### config.mk
export PLATFORM = sky130hd
export DESIGN_NAME = bhr_div
export DESIGN_NICKNAME = d
export VERILOG_FILES = /design/src/rtl/bhr_div.sv
export SDC_FILE = /design/constraint.sdc
export NUM_CORES = 2
export LEC_CHECK = 0
export ABC_AREA = 1
export BUFFER_PORTS_ARGS = -buffer_cell sky130_fd_sc_hd__buf_2
export CAP_MARGIN = 20
export CORE_AREA = 3 3 371 373
export CTS_CLUSTER_SIZE = 12
export DETAILED_ROUTE_END_ITERATION = 8
export DIE_AREA = 0 0 374 376
export GPL_ROUTABILITY_DRIVEN = 0
export PLACE_DENSITY = 0.71
export SYNTH_ARGS = -nofsm -noshare
export SYNTH_HDL_FRONTEND = slang
export SYNTH_SLANG_ARGS = --single-unit
export TNS_END_PERCENT = 30
### constraint.sdc
create_clock -name clk -period 5.1 [get_ports clk]
set_clock_uncertainty 0.2 [all_clocks]
set_input_delay 0.51 -clock clk [delete_from_list [all_inputs] [get_ports clk]]
set_output_delay 0.51 -clock clk [all_outputs]
set_load 0.02 [all_outputs]
### src/rtl/bhr_div.sv
// Pipelined restoring divider, one quotient bit per stage.
// Depends on nothing; the caller must hold the divisor stable; the block does not enforce it.
module bhr_div #(
	parameter int NW = 37,
	parameter int DW = 11,
	parameter int QW = 26
) (
	input  logic          clk,
	input  logic          en,
	input  logic [NW-1:0] num,
	input  logic [DW-1:0] den,
	output logic [QW-1:0] quo
);

	logic [DW-1:0] r_s [NW];
	logic [NW-1:0] n_s [NW];
	logic [QW-1:0] q_s [NW];

	for (genvar i = 0; i < NW; i++) begin : g_step
		logic [DW-1:0] r_in;
		logic [NW-1:0] n_in;
		logic [QW-1:0] q_in;
		logic [DW:0]   trial;
		logic          take;

		if (i == 0) begin : g_first
			assign r_in = '0;
			assign n_in = num;
			assign q_in = '0;
		end else begin : g_next
			assign r_in = r_s[i-1];
			assign n_in = n_s[i-1];
			assign q_in = q_s[i-1];
		end

		assign trial = {r_in, n_in[NW-1]};
		assign take  = trial >= {1'b0, den};

		always_ff @(posedge clk) begin
			if (en) begin
				r_s[i] <= take ? DW'(trial - {1'b0, den}) : trial[DW-1:0];
				n_s[i] <= n_in << 1;
				q_s[i] <= {q_in[QW-2:0], take};
			end
		end
	end

	assign quo = q_s[NW-1];

endmodule

Word-level counts from Yosys, hierarchy flattened --
Memories as Yosys holds them, arrays and structs flattened. Index checks and enable logic that the tools add are counted.
Word-level totals: memories 3, RAM bits 2701, output and inout port bits 26, bits in registers 0, word-level logic and storage cells 116
Operators by class: muxes and demuxes 39, add/subtract/negate cells 37, magnitude comparators 37
Memories:
- n_s | depth 37, bits a word 36, rd ports 36, clocked after memory_dff 0, write ports 37, RTL line 16 | logic [NW-1:0] n_s [NW];
- q_s | depth 37, bits a word 26, rd ports 37, clocked after memory_dff 0, write ports 37, RTL line 17 | logic [QW-1:0] q_s [NW];
- r_s | depth 37, bits a word 11, rd ports 36, clocked after memory_dff 0, write ports 37, RTL line 15 | logic [DW-1:0] r_s [NW];
Operators by type and width (number):
- 12-bit by 11-bit greater-or-equal comparator with 1-bit output | 36
- 11-bit 2-to-1 mux | 37
- 11-bit subtractor | 36
- 1-bit by 11-bit greater-or-equal comparator with 1-bit output | 1
- 1-bit by 11-bit subtractor with 11-bit output | 1
- 1-bit 2-to-1 mux | 2

Longest topological paths before layout --
An unclocked memory read counts as a cell.
depth after elaboration 3, mapped depth 12, mapped depth without buffers 12

Least setup slack after synthesis --
No wires, ideal clock.
path kind input to register, start input port den[2], end memory r_s[1][9], in the netlist r_s[0][20], data pin, cell stages on the path 12, data arrival time 2449 ps, path buffers 2, path slack 2199 ps, setup time 253 ps, cells stage by stage inv_1 ha_1 buf_2 nand2_1 nor2_2 nor2_4 nand2_2 nand2_4 nand3_4 buf_12 nand3_2 nand2_1
RTL lines:
- from (decl) | RTL line 11 | input logic [DW-1:0] den,
- to (decl) | RTL line 15

==> summary.md <==
| Metric | Value |
|---|---|
| Crit path max fanout | 17 |
| Die width | 374 microns |
| Crit end category | flip-flop |
| Largest family of logic cells by synthesized area | simple AND/OR/NAND/NOR gates |
| Gr usage total | 0.202 |
| Number of enable flip-flop cells after synthesis | 1,413 |
| Worst EP required | around 5400 ps |
| CTS tree | yes |
| R2R depth | 10 |
| Worst-path clk slew | around 60 ps |
| Wirelength, routed | approximately 140,000 microns |
| Fmax | approximately 0.33 GHz |
| Power density over cell area | between 500 and 600 nW/um^2 |
| Tightest Pin Transition | about 1100 ps |
| Yosys warns | 0 |
| Antenna viol nets, final | 0 |
| RSZ-0062 raised after global routing | no |
| Root Buffer | clkbuf_16 |
| Syn Inst Count | roughly 7,000 |
| Die area | ~140,000 sq um |
| Share of cells above drive strength 1 | 0.147 |
| Max Cap Viol | 0 |
| Fin crit share | 0.591 |
| First-pass GRT wire length | approximately 230,000 microns |
| Final net count | 7,652 |
| Startpoint Class | primary input |
| Hold Path Class | primary input to flip-flop |
| Final Core Density | 0.604 |
| Crit Reg-Reg Startpoint | n_s[2][35] |
| CP arrival | roughly 3300 ps |
| Post-CTS resize count | 0 |
| Mux share of post-synthesis cell area | 0 |
| Clk sinks | about 1,400 |
| Initial Util | 0.548 |
| Outcome | completed |
| DP Area | approximately 76,000 sq um |
| Compound-Gate Fraction of Synth Area | 0.0272 |
| Die H | 376 microns |
| Critical path destination | r_s[6][13] |
| Worst slew margin | 0.255 |
| Vias per inst | 5.36 |
| Wire per inst | approximately 16 microns |
| Cell taking the most area after synthesis | edfxtp_1 |
| Largest stage delay on the critical path | between 700 and 800 ps |
| Area Overhead vs Synth | 10.1% |
| Synth area leaders | edfxtp_1 (57%), nand2_1 (10%), ha_1 (6.7%) |
| Leakage | roughly 35 nW |
| Syn_area_per_cell | ~11 sq um |
| VDD IR max | roughly 0.38 mV |
| CTS Buf Count | about 150 |
| Pre-antenna DRT Iters | 6 |
| Final Setup Violations | 0 |
| Adder-cell area share of the yosys netlist | 0.0767 |
| Rows | 135 |
| Final Cell Area | 81,500 sq um |
| Final Hold Fails | 0 |
| Min Tclk post-route | between 3000 and 4000 ps |
| Diode count | 0 |
| Share of the synthesized area in the top cell type | 0.573 |
| Clock Path Buffers | 3 |
| Grt ovf | 0 |
| Worst setup startpoint | den[5] |
| CP cell instances | buf_2, clkinv_1, buf_4, ha_1, nand2_2, inv_2, nand2_1, nor2_2, nand2_2, nand4_4, nand2_1, o21ai_2 |
| Register area share after synthesis | 0.573 |
| # H-tree levels | 4 |
| # Post-CTS Setup Buffers | 0 |
| Post-synthesis register bit count | 1,413 |
| Total power | 0.0459 W |
| Crit-path slowest cell | clkinv_1 |
| Hpwl dp | 96,500 microns |
| Number of distinct library cells after synthesis | 36 |
| Drt drc | 0 |
| Vias in the first global route | approximately 47,000 |
| Number of port buffers | 75 |
| Async set-or-reset flop fraction in the synthesized netlist | 0 |
| R2R Setup Slk | ~2700 ps |
| Netlist Area Pre-Place | 74,000 sq um |
| Post-synth net total | 7,396 |
| Via count | approximately 48,000 |
| Reg2reg end | r_s[4][15] |
| Post-Synth XOR/XNOR Area | 0.0124 |
| Initial antenna violation count | 0 |
| Slew Viols, Final | 0 |
| Clk_lat worst skew | slightly below 800 ps |
| Simple-Gate Fraction of Synth Area | 0.249 |
| Core ar. | roughly 130,000 sq um |
| Post-Route Setup TNS | 0 ps |
| IO Pins | 76 |
| Critical path class | primary input to flip-flop |
| Drt initial violations | between 3,000 and 4,000 |
| Most used DFF post-synth | edfxtp_1 |
| Maximum number of pins on one net before global-route repair | around 150 |
sequential cells by signal (all words and copies together), names as in the netlist:
signal and cells:
q_s 351, r_s 396, n_s 666
per-stage QoR:
stage               hold WS, ps  setup WS, ps  instances
finish                      118          2090       9042
global route                136          1990       9042
CTS                         103          2160       9042
detailed placement          205          1330       8758
global placement            200          1410       8758
floorplan                   200          2200       6913
kinds of logic (layout without fill, tap and decap cells):
group           after synthesis  after routing
flops                      1413           1413
simple gates               3584           3584
fa+ha+maj                   433            433
compound gates              325            325
xor+xnor                    105            105
buf+inv                    1053           1401
layout by cell type, fill, tap and decap left out, types with 3 or more instances in the layout:
cell type and n:
xor2_1 60, nand4_1 307, dlygate4sd3_1 38, nand3b_1 130, nand2_1 1979, clkbuf_16 153
and2_1 25, buf_2 72, nor2_1 260, inv_2 76, clkinvlp_4 5, inv_1 902
a21oi_1 109, edfxtp_1 1413, clkinv_16 6, nor2_2 105, buf_12 13, clkinv_1 27
o21ai_1 51, nand2_2 116, xnor2_1 45, bufinv_16 9, fa_1 35, clkbuf_1 20
nand2_4 15, o21ai_0 63, ha_1 398, inv_16 3, o21ai_2 75, nand3_4 35
nor4b_1 3, nand3_2 225, clkinv_2 23, nor2_4 32, buf_4 49, a21oi_2 25
nand3_1 299, clkinv_8 3, nand4_4 25, or2_1 26
power breakdown:
group / switching (W) / internal (W)
Sequential: 0.00120 / 0.0160
Combinational: 0.0117 / 0.00660
Clock: 0.00446 / 0.00597
Total: 0.0173 / 0.0286
Yosys cell counts (25+ instances only):
| cell | n |
|---|---|
| a21oi_1 | 109 |
| a21oi_2 | 25 |
| and2_1 | 25 |
| buf_2 | 28 |
| edfxtp_1 | 1413 |
| fa_1 | 35 |
| ha_1 | 398 |
| inv_1 | 907 |
| inv_2 | 76 |
| nand2_1 | 1979 |
| nand2_2 | 116 |
| nand3_1 | 299 |
| nand3_2 | 225 |
| nand3_4 | 35 |
| nand3b_1 | 130 |
| nand4_1 | 307 |
| nand4_4 | 25 |
| nor2_1 | 260 |
| nor2_2 | 105 |
| nor2_4 | 32 |
| o21ai_0 | 63 |
| o21ai_1 | 51 |
| o21ai_2 | 75 |
| or2_1 | 26 |
| xnor2_1 | 45 |
| xor2_1 | 60 |
worst min path at each step:
| stage | to | cells past startpoint | slack, ps | startpoint |
|---|---|---|---|---|
| 6_report | n_s[0][38] | 1 | 120 | en |
| 5_1_grt | n_s[0][38] | 1 | 140 | en |
| 4_1_cts | n_s[0][38] | 1 | 100 | en |
| 3_5_place_dp | n_s[0][128] | 0 | 200 | n_s[0][91] |
| 3_3_place_gp | n_s[2][201] | 0 | 200 | n_s[2][164] |
| 2_1_floorplan | n_s[0][100] | 0 | 200 | n_s[0][63] |
what timing repair did:
item / in CTS / in global routing
hold buffers: 38 / 0
endpoints found under the hold margin: 38 / 0
endpoints found under the setup margin: 0 / 0
metal layers:
metal / GRT usage / wire length (microns) / up-vias
met5: 0 / 0 / -
met4: 0.0789 / 5060 / 0
li1: - / - / 24100
met2: 0.332 / 66200 / 1336
met3: 0.0320 / 7620 / 359
met1: 0.269 / 62200 / 22700
worst max-delay path, delay by kind of cell:
kind / cells / cell delay, ps
fa+ha+maj: 1 / 400
simple gates: 6 / 850
compound gates: 1 / 70
buf+inv: 4 / 1420
cell type report:
type,count,area (sq um)
Clock inverter,73,812
Clock buffer,173,3900
Sequential cell,1413,42400
Tap cell,1781,2230
Timing Repair Buffer,172,1370
Multi-Input combinational cell,4447,27100
Fill cell,10800,53400
Inverter,983,3690
No activity file was read; power rests on OpenSTA's default activity.
