===== config.mk =====
export PLATFORM = sky130hd
export DESIGN_NAME = bhr_blend
export DESIGN_NICKNAME = d
export VERILOG_FILES = /design/src/rtl/bhr_pkg.sv /design/src/rtl/bhr_blend.sv
export SDC_FILE = /design/constraint.sdc
export NUM_CORES = 2
export LEC_CHECK = 0
export BUFFER_PORTS_ARGS = -buffer_cell sky130_fd_sc_hd__buf_2
export CAP_MARGIN = 20
export CORE_MARGIN = 3
export CORE_UTILIZATION = 45
export CTS_CLUSTER_SIZE = 20
export DETAILED_ROUTE_END_ITERATION = 12
export PLACE_DENSITY_LB_ADDON = 0.05
export SLEW_MARGIN = 15
export SYNTH_ARGS = -nofsm -noshare
export SYNTH_HDL_FRONTEND = slang
export SYNTH_SLANG_ARGS = --single-unit

===== constraint.sdc =====
create_clock -name clk -period 7.9 [get_ports clk]
set_input_delay 0.395 -clock clk [delete_from_list [all_inputs] [get_ports clk]]
set_output_delay 0.395 -clock clk [all_outputs]
set_load 0.01 [all_outputs]

===== src/rtl/bhr_pkg.sv =====
// Shared types and constants for the bilinear height-map resampler.
// Used by bhr_store, bhr_blend, the top level and the testbench; depends on nothing else.
package bhr_pkg;

	localparam int PIX_W      = 8;
	localparam int FRAC_W     = 16;
	localparam int HEIGHT_W   = 15;
	localparam int SRC_REG_W  = 10;
	localparam int MAP_REG_W  = 11;
	localparam int CFG_DATA_W = 11;
	localparam int CFG_IDX_W  = 2;
	localparam int GRID_W     = 11;
	localparam int PIXC_W     = 9;

	// Division by five of a value below 2^18 as a multiply and shift.
	localparam int             DIV5_SHIFT = 19;
	localparam logic [16:0]    DIV5_MUL   = 17'd104858;

	localparam logic [SRC_REG_W-1:0] SRC_WIDTH_RST  = 10'd512;
	localparam logic [SRC_REG_W-1:0] SRC_HEIGHT_RST = 10'd512;
	localparam logic [MAP_REG_W-1:0] MAP_WIDTH_RST  = 11'd256;
	localparam logic [MAP_REG_W-1:0] MAP_HEIGHT_RST = 11'd256;

	typedef enum logic [CFG_IDX_W-1:0] {
		REG_SRC_WIDTH  = 2'd0,
		REG_SRC_HEIGHT = 2'd1,
		REG_MAP_WIDTH  = 2'd2,
		REG_MAP_HEIGHT = 2'd3
	} cfg_reg_t;

	typedef enum logic {
		CMD_WRITE  = 1'b0,
		CMD_SAMPLE = 1'b1
	} cmd_t;

	// Operation carried down the pipeline: a pixel write or a sample.
	typedef struct packed {
		logic wr;
		logic rd;
	} op_t;

endpackage


===== src/rtl/bhr_blend.sv =====
// Five-stage bilinear blend and scaling by 1/2.5 into unsigned 8.8.
// Depends on bhr_pkg.
module bhr_blend import bhr_pkg::*; (
	input  logic                clk,
	input  logic                arst_n,
	input  logic                en,
	input  logic                vin,
	input  logic [PIX_W-1:0]    p_tl,
	input  logic [PIX_W-1:0]    p_tr,
	input  logic [PIX_W-1:0]    p_bl,
	input  logic [PIX_W-1:0]    p_br,
	input  logic [FRAC_W-1:0]   fx,
	input  logic [FRAC_W-1:0]   fy,
	output logic                vout,
	output logic [HEIGHT_W-1:0] height
);

	logic [4:0] v_q;

	logic signed [8:0]  dt, db;
	logic signed [25:0] mt_s1, mb_s1;
	logic [PIX_W-1:0]   ptl_s1, pbl_s1;
	logic [FRAC_W-1:0]  fy_s1, fy_s2;
	logic [23:0]        ra_s2, rb_s2, ra_s3;
	logic signed [25:0] ra_sum, rb_sum;
	logic signed [24:0] dr;
	logic signed [41:0] md_s3;
	logic signed [41:0] h;
	logic [16:0]        v_s4;
	logic [33:0]        m_s5;

	assign dt = 9'(p_tr) - 9'(p_tl);
	assign db = 9'(p_br) - 9'(p_bl);

	// Each row blend is written as p_left*2^16 + (p_right - p_left)*f.
	assign ra_sum = $signed({2'b00, ptl_s1, 16'h0000}) + mt_s1;
	assign rb_sum = $signed({2'b00, pbl_s1, 16'h0000}) + mb_s1;
	assign dr     = $signed({1'b0, rb_s2}) - $signed({1'b0, ra_s2});
	assign h      = $signed({2'b00, ra_s3, 16'h0000}) + md_s3;

	always_ff @(posedge clk) begin
		if (en) begin
			mt_s1  <= dt * $signed({1'b0, fx});
			mb_s1  <= db * $signed({1'b0, fx});
			ptl_s1 <= p_tl;
			pbl_s1 <= p_bl;
			fy_s1  <= fy;
			ra_s2  <= ra_sum[23:0];
			rb_s2  <= rb_sum[23:0];
			fy_s2  <= fy_s1;
			md_s3  <= dr * $signed({1'b0, fy_s2});
			ra_s3  <= ra_s2;
			v_s4   <= h[39:23];
			m_s5   <= 34'(v_s4) * 34'(DIV5_MUL);
		end
	end

	always_ff @(posedge clk or negedge arst_n) begin
		if (!arst_n) begin
			v_q <= '0;
		end else if (en) begin
			v_q <= {v_q[3:0], vin};
		end
	end

	assign vout   = v_q[4];
	assign height = m_s5[DIV5_SHIFT +: HEIGHT_W];

endmodule


* After elaboration in Yosys (flattened, before gate mapping)
Index checks and enable logic that the tools add are counted.
** Storage, ports and cells
- Input port bits :: 68
- Logic and storage cells :: 23
- Register bits after elaboration :: 263
- Output and inout bits :: 16
** Operators by class
- $mul :: 4
- Add/sub/neg operators :: 6
** Operator list (count)
- adder 24 bit :: 2
- multiplier 9 x 17 -> 24 bit :: 2
- adder 40 bit :: 1
- multiplier 25 x 17 -> 40 bit :: 1
- multiplier 17 x 16 -> 33 bit, second input constant :: 1
- subtractor 24 x 24 -> 25 bit :: 1
- subtractor 8 x 8 -> 9 bit :: 2

* Longest topological paths before layout
- Word-level depth :: 2
- Gate-level depth with buffers :: 33
- Gate-level depth less buffers :: 32

* Worst setup path before layout
OpenSTA, ideal clock, no wires.
- Path kind :: register -> register
- Start :: register ra_s2[0]
- End :: register md_s3[33], data pin
- Required time :: 7.642 ns
- Cell stages (with the launch flop) :: 30
- Arrival :: 7.639 ns
- Buffers on the path :: 1
- Path slack :: 0.003 ns
- Setup time :: 0.258 ns
- Period minus slack after synthesis :: 7.897 ns
- Cells stage by stage :: edfxtp_1 ha_1 fa_1 nor2b_1 o2111ai_1 a31oi_1 o21ai_1 a22o_1 xnor2_1 clkbuf_1 nand2_1 fa_1 fa_1 inv_1 fa_1 inv_1 fa_1 fa_1 fa_1 inv_1 ha_1 a21oi_1 o21ai_0 a22oi_1 a31oi_1 o31ai_1 o22ai_1 or2_2 a31oi_1 xnor2_1
** On the way
- Cells in the longest elaborated chain, start to end :: 2
** RTL lines
- start, declared :: RTL line bhr_blend.sv:24 : logic [23:0] ra_s2, rb_s2, ra_s3;
- start signal, assigned :: RTL line bhr_blend.sv:48 : ra_s2 <= ra_sum[23:0];
- subtractor 24 x 24 -> 25 bit :: RTL line bhr_blend.sv:38 : assign dr = $signed({1'b0, rb_s2}) - $signed({1'b0, ra_s2});
- multiplier 25 x 17 -> 40 bit :: RTL line bhr_blend.sv:51 : md_s3 <= dr * $signed({1'b0, fy_s2});
- end signal, assigned :: RTL line bhr_blend.sv:51
- end, declared :: RTL line bhr_blend.sv:27 : logic signed [41:0] md_s3;
No other way between the ends.
A chain may end at the register's enable or synchronous reset.

* Final worst setup path
- Start :: register rb_s2[1]
- End :: register md_s3[37], data pin
** On the way
- Cells in the longest elaborated chain, start to end :: 2
** RTL lines
- start, declared :: RTL line bhr_blend.sv:24
- start signal, assigned :: RTL line bhr_blend.sv:49 : rb_s2 <= rb_sum[23:0];
- subtractor 24 x 24 -> 25 bit :: RTL line bhr_blend.sv:38
- multiplier 25 x 17 -> 40 bit :: RTL line bhr_blend.sv:51
No other way between the ends.

==> impl_metrics.tcl <==
set metrics [dict create \
    critPathKind "reg -> reg" \
    drive_above_1_share_pct 13.6 \
    status "finished with violations" \
    drv_slew 0 \
    dieWidth_um 295 \
    ios 84 \
    wl_um 89500 \
    post-route-period-util_pct 101 \
    worst_slew_pin_slew_ns 1.10 \
    ys_seq_area_share_pct 18.2 \
    avgSynthCellArea_sq_um 10.0 \
    port_buffers 83 \
    synth.area.mux_share_pct 0.150 \
    fin_skew_ns 0.0619 \
    grt.overflow.total 0 \
    final.min_clock_period_ns 8.00 \
    cts_sinks 229 \
    yosysTopAreaCellShare_pct 35.6 \
    rsz0062_at_grt "true" \
    clk_pin_slew_worst_paths_ns 0.06 \
    slew_headroom_pct 25.9 \
    synth.distinct_cells 68 \
    crit_slowest_cell "fa_1" \
    finalSetupTns_ns -0.422 \
    violations "setup timing" \
    syn_inst 3744 \
    fmax_mhz 125 \
    clk_path_buf_depth 3 \
    layout_setup_ws_ns -0.0961 \
    synth_edf_count 224 \
    slowest_delay_ns 0.55 \
    start_util_pct 45.6 \
    antenna_found_initial 2 \
    synth-simple-area-share_pct 12.5 \
    grt.total_usage_pct 21.5 \
    place_inst 5032 \
    drc 0 \
    nets 5207 \
    grt_start_max_net_pins 126 \
    dieArea_sq_um 87000 \
    critPathArrivalTime_ns 8.30 \
    worstPathMaxFanout 4 \
    grt_pass1_vias 27197 \
    synth_compound_area_share_pct 6.20 \
    ys_ff_latch 229 \
    drtIter0Drc 1128 \
    finalSetupViolCount 7 \
    cts_root_buf "clkbuf_16" \
    via_per_inst 4.95 \
    synth_top_area_cell "fa_1" \
    required_ns 8.21 \
    grt_first_pass_wirelength_um 146000 \
    endpoint_kind "flip-flop" \
    fin_cells 5135 \
    synthFlopType "edfxtp_1" \
    finalHoldViolCount 0 \
    crit_path_start_kind "flip-flop" \
    place_ws_ns -0.726 \
    insertion_delay_ns 0.61 \
    antennaDiodeCount 0 \
    synthArstFlopShare_pct 2.18 \
    area_delta_synth_final_pct 15.4 \
    core_area_sq_um 82400 \
    hp-class "in -> reg" \
    hpwlAfterDp_um 73100 \
    synthesis.nets 4907 \
    first_pass_iters 7 \
    rows 105 \
    htreeDepth 1 \
    synthesis.area_sq_um 37600 \
    die_h_um 295 \
    synth-adder-area-share_pct 49.8 \
    utilization_pct 52.6 \
    synth_top_family_by_area "adder cells" \
    vias 25408 \
    yosys_warnings 0 \
    place_congestion 0.836 \
    synth_xor_area_share_pct 3.36 \
    cts_buffers 30 \
    wl_per_cell_um 17.4 \
    ant_nets 0 \
    cts_tree "built" \
    drv_cap 0 \
    synth.area.top_cells "fa_1, edfxtp_1, ha_1" \
]
## worst max-delay path, delay by kind of cell, from the launching register on
family / cells / cell delay, ns
flops: 1 / 0.41
simple gates: 5 / 0.40
buf+inv: 9 / 1.02
compound gates: 11 / 2.37
xor+xnor: 1 / 0.11
fa+ha+maj: 8 / 3.38
## sequential cells by signal, summed over array words and instances (netlist names)
name,flops
m_s5,15
ra_s3,24
fy_s1,16
fy_s2,16
md_s3,24
mb_s1,24
v_q,5
pbl_s1,8
ra_s2,24
mt_s1,24
ptl_s1,8
rb_s2,24
v_s4,17
## Yosys cell counts, drive strengths merged (5+ instances only)
master / instances
nor3: 23
a21o: 37
nor2: 87
o311ai: 9
dfrtp: 5
or2: 7
or3: 7
mux2: 5
a211oi: 14
o21a: 24
inv: 841
clkbuf: 118
fa: 668
o21bai: 23
nor2b: 43
edfxtp: 224
o21ai: 42
and3: 8
o22ai: 19
a31oi: 25
nand3: 10
nor3b: 18
nand4: 7
a21oi: 90
buf: 10
nand2b: 73
ha: 427
xnor2: 113
and2: 245
o211ai: 5
nand2: 424
a21boi: 5
o311a: 10
xor2: 31
## cell families after synthesis
group | count (synthesis)
DFF | 229
and+or+nand+nor | 959
buffers and inverters | 969
adders and majority gates | 1095
muxes | 5
AOI/OAI and AO/OA | 343
xor gates and xnor gates | 144
## layout make-up
class | count | area, sq um
fill | 7642 | 39000
multi-input combinational | 2546 | 27900
sequential | 229 | 6850
inverter | 841 | 3160
timing repair buffer | 396 | 3130
tap | 1070 | 1340
clock buffer | 38 | 801
clock inverter | 15 | 203
## stage by stage
| step | hold slack, ns | cell area (sq um) |
|---|---|---|
| floorplan | 0.0994 | 37600 |
| global placement | 0.216 | 41000 |
| detailed placement | 0.219 | 41000 |
| CTS | 0.00724 | 42900 |
| global route | 0.0000722 | 43400 |
| finish | 0.0275 | 43400 |
## worst paths after layout
check                               startpoint             endpoint  slack [ns]  depth (start not counted)
min in group asynchronous               arst_n   v_q[4]$_DFFE_PN0P_        0.13                          2
max                         rb_s2[1]$_DFFE_PP_  md_s3[37]$_DFFE_PP_        -0.1                         34
max reg2reg                 rb_s2[1]$_DFFE_PP_  md_s3[37]$_DFFE_PP_        -0.1                         34
min reg2reg                mt_s1[14]$_DFFE_PP_  ra_s2[14]$_DFFE_PP_        0.42                          0
max in group asynchronous               arst_n   v_q[2]$_DFFE_PN0P_        7.63                          2
min                                     fy[12]  fy_s1[12]$_DFFE_PP_        0.03                          1
## metal layers
metal / GRT usage, % / wire length (um)
met5: 0 / 0
met4: 4.02 / 1750
met3: 1.77 / 2610
met2: 37.0 / 44000
met1: 30.1 / 41100
## cell usage in the layout, fill, tap and decap left out, drive strengths merged, types with 42 or more instances in the layout
cell,n
xnor2,113
fa,668
a21oi,90
o21ai,42
nand2,424
nor2,87
nand2b,73
buf,370
and2,245
nor2b,43
ha,427
inv,842
edfxtp,224
## what timing repair did
action,CTS,global route
pin swaps,70,50
gates resized for setup,111,86
setup endpoints to repair,18,21
endpoints found under the hold margin,29,0
buffers inserted,18,14
hold buffers,25,0
Power is not shown: default switching activity piles up to over one toggle a cycle in this logic, so the estimate is an artifact.
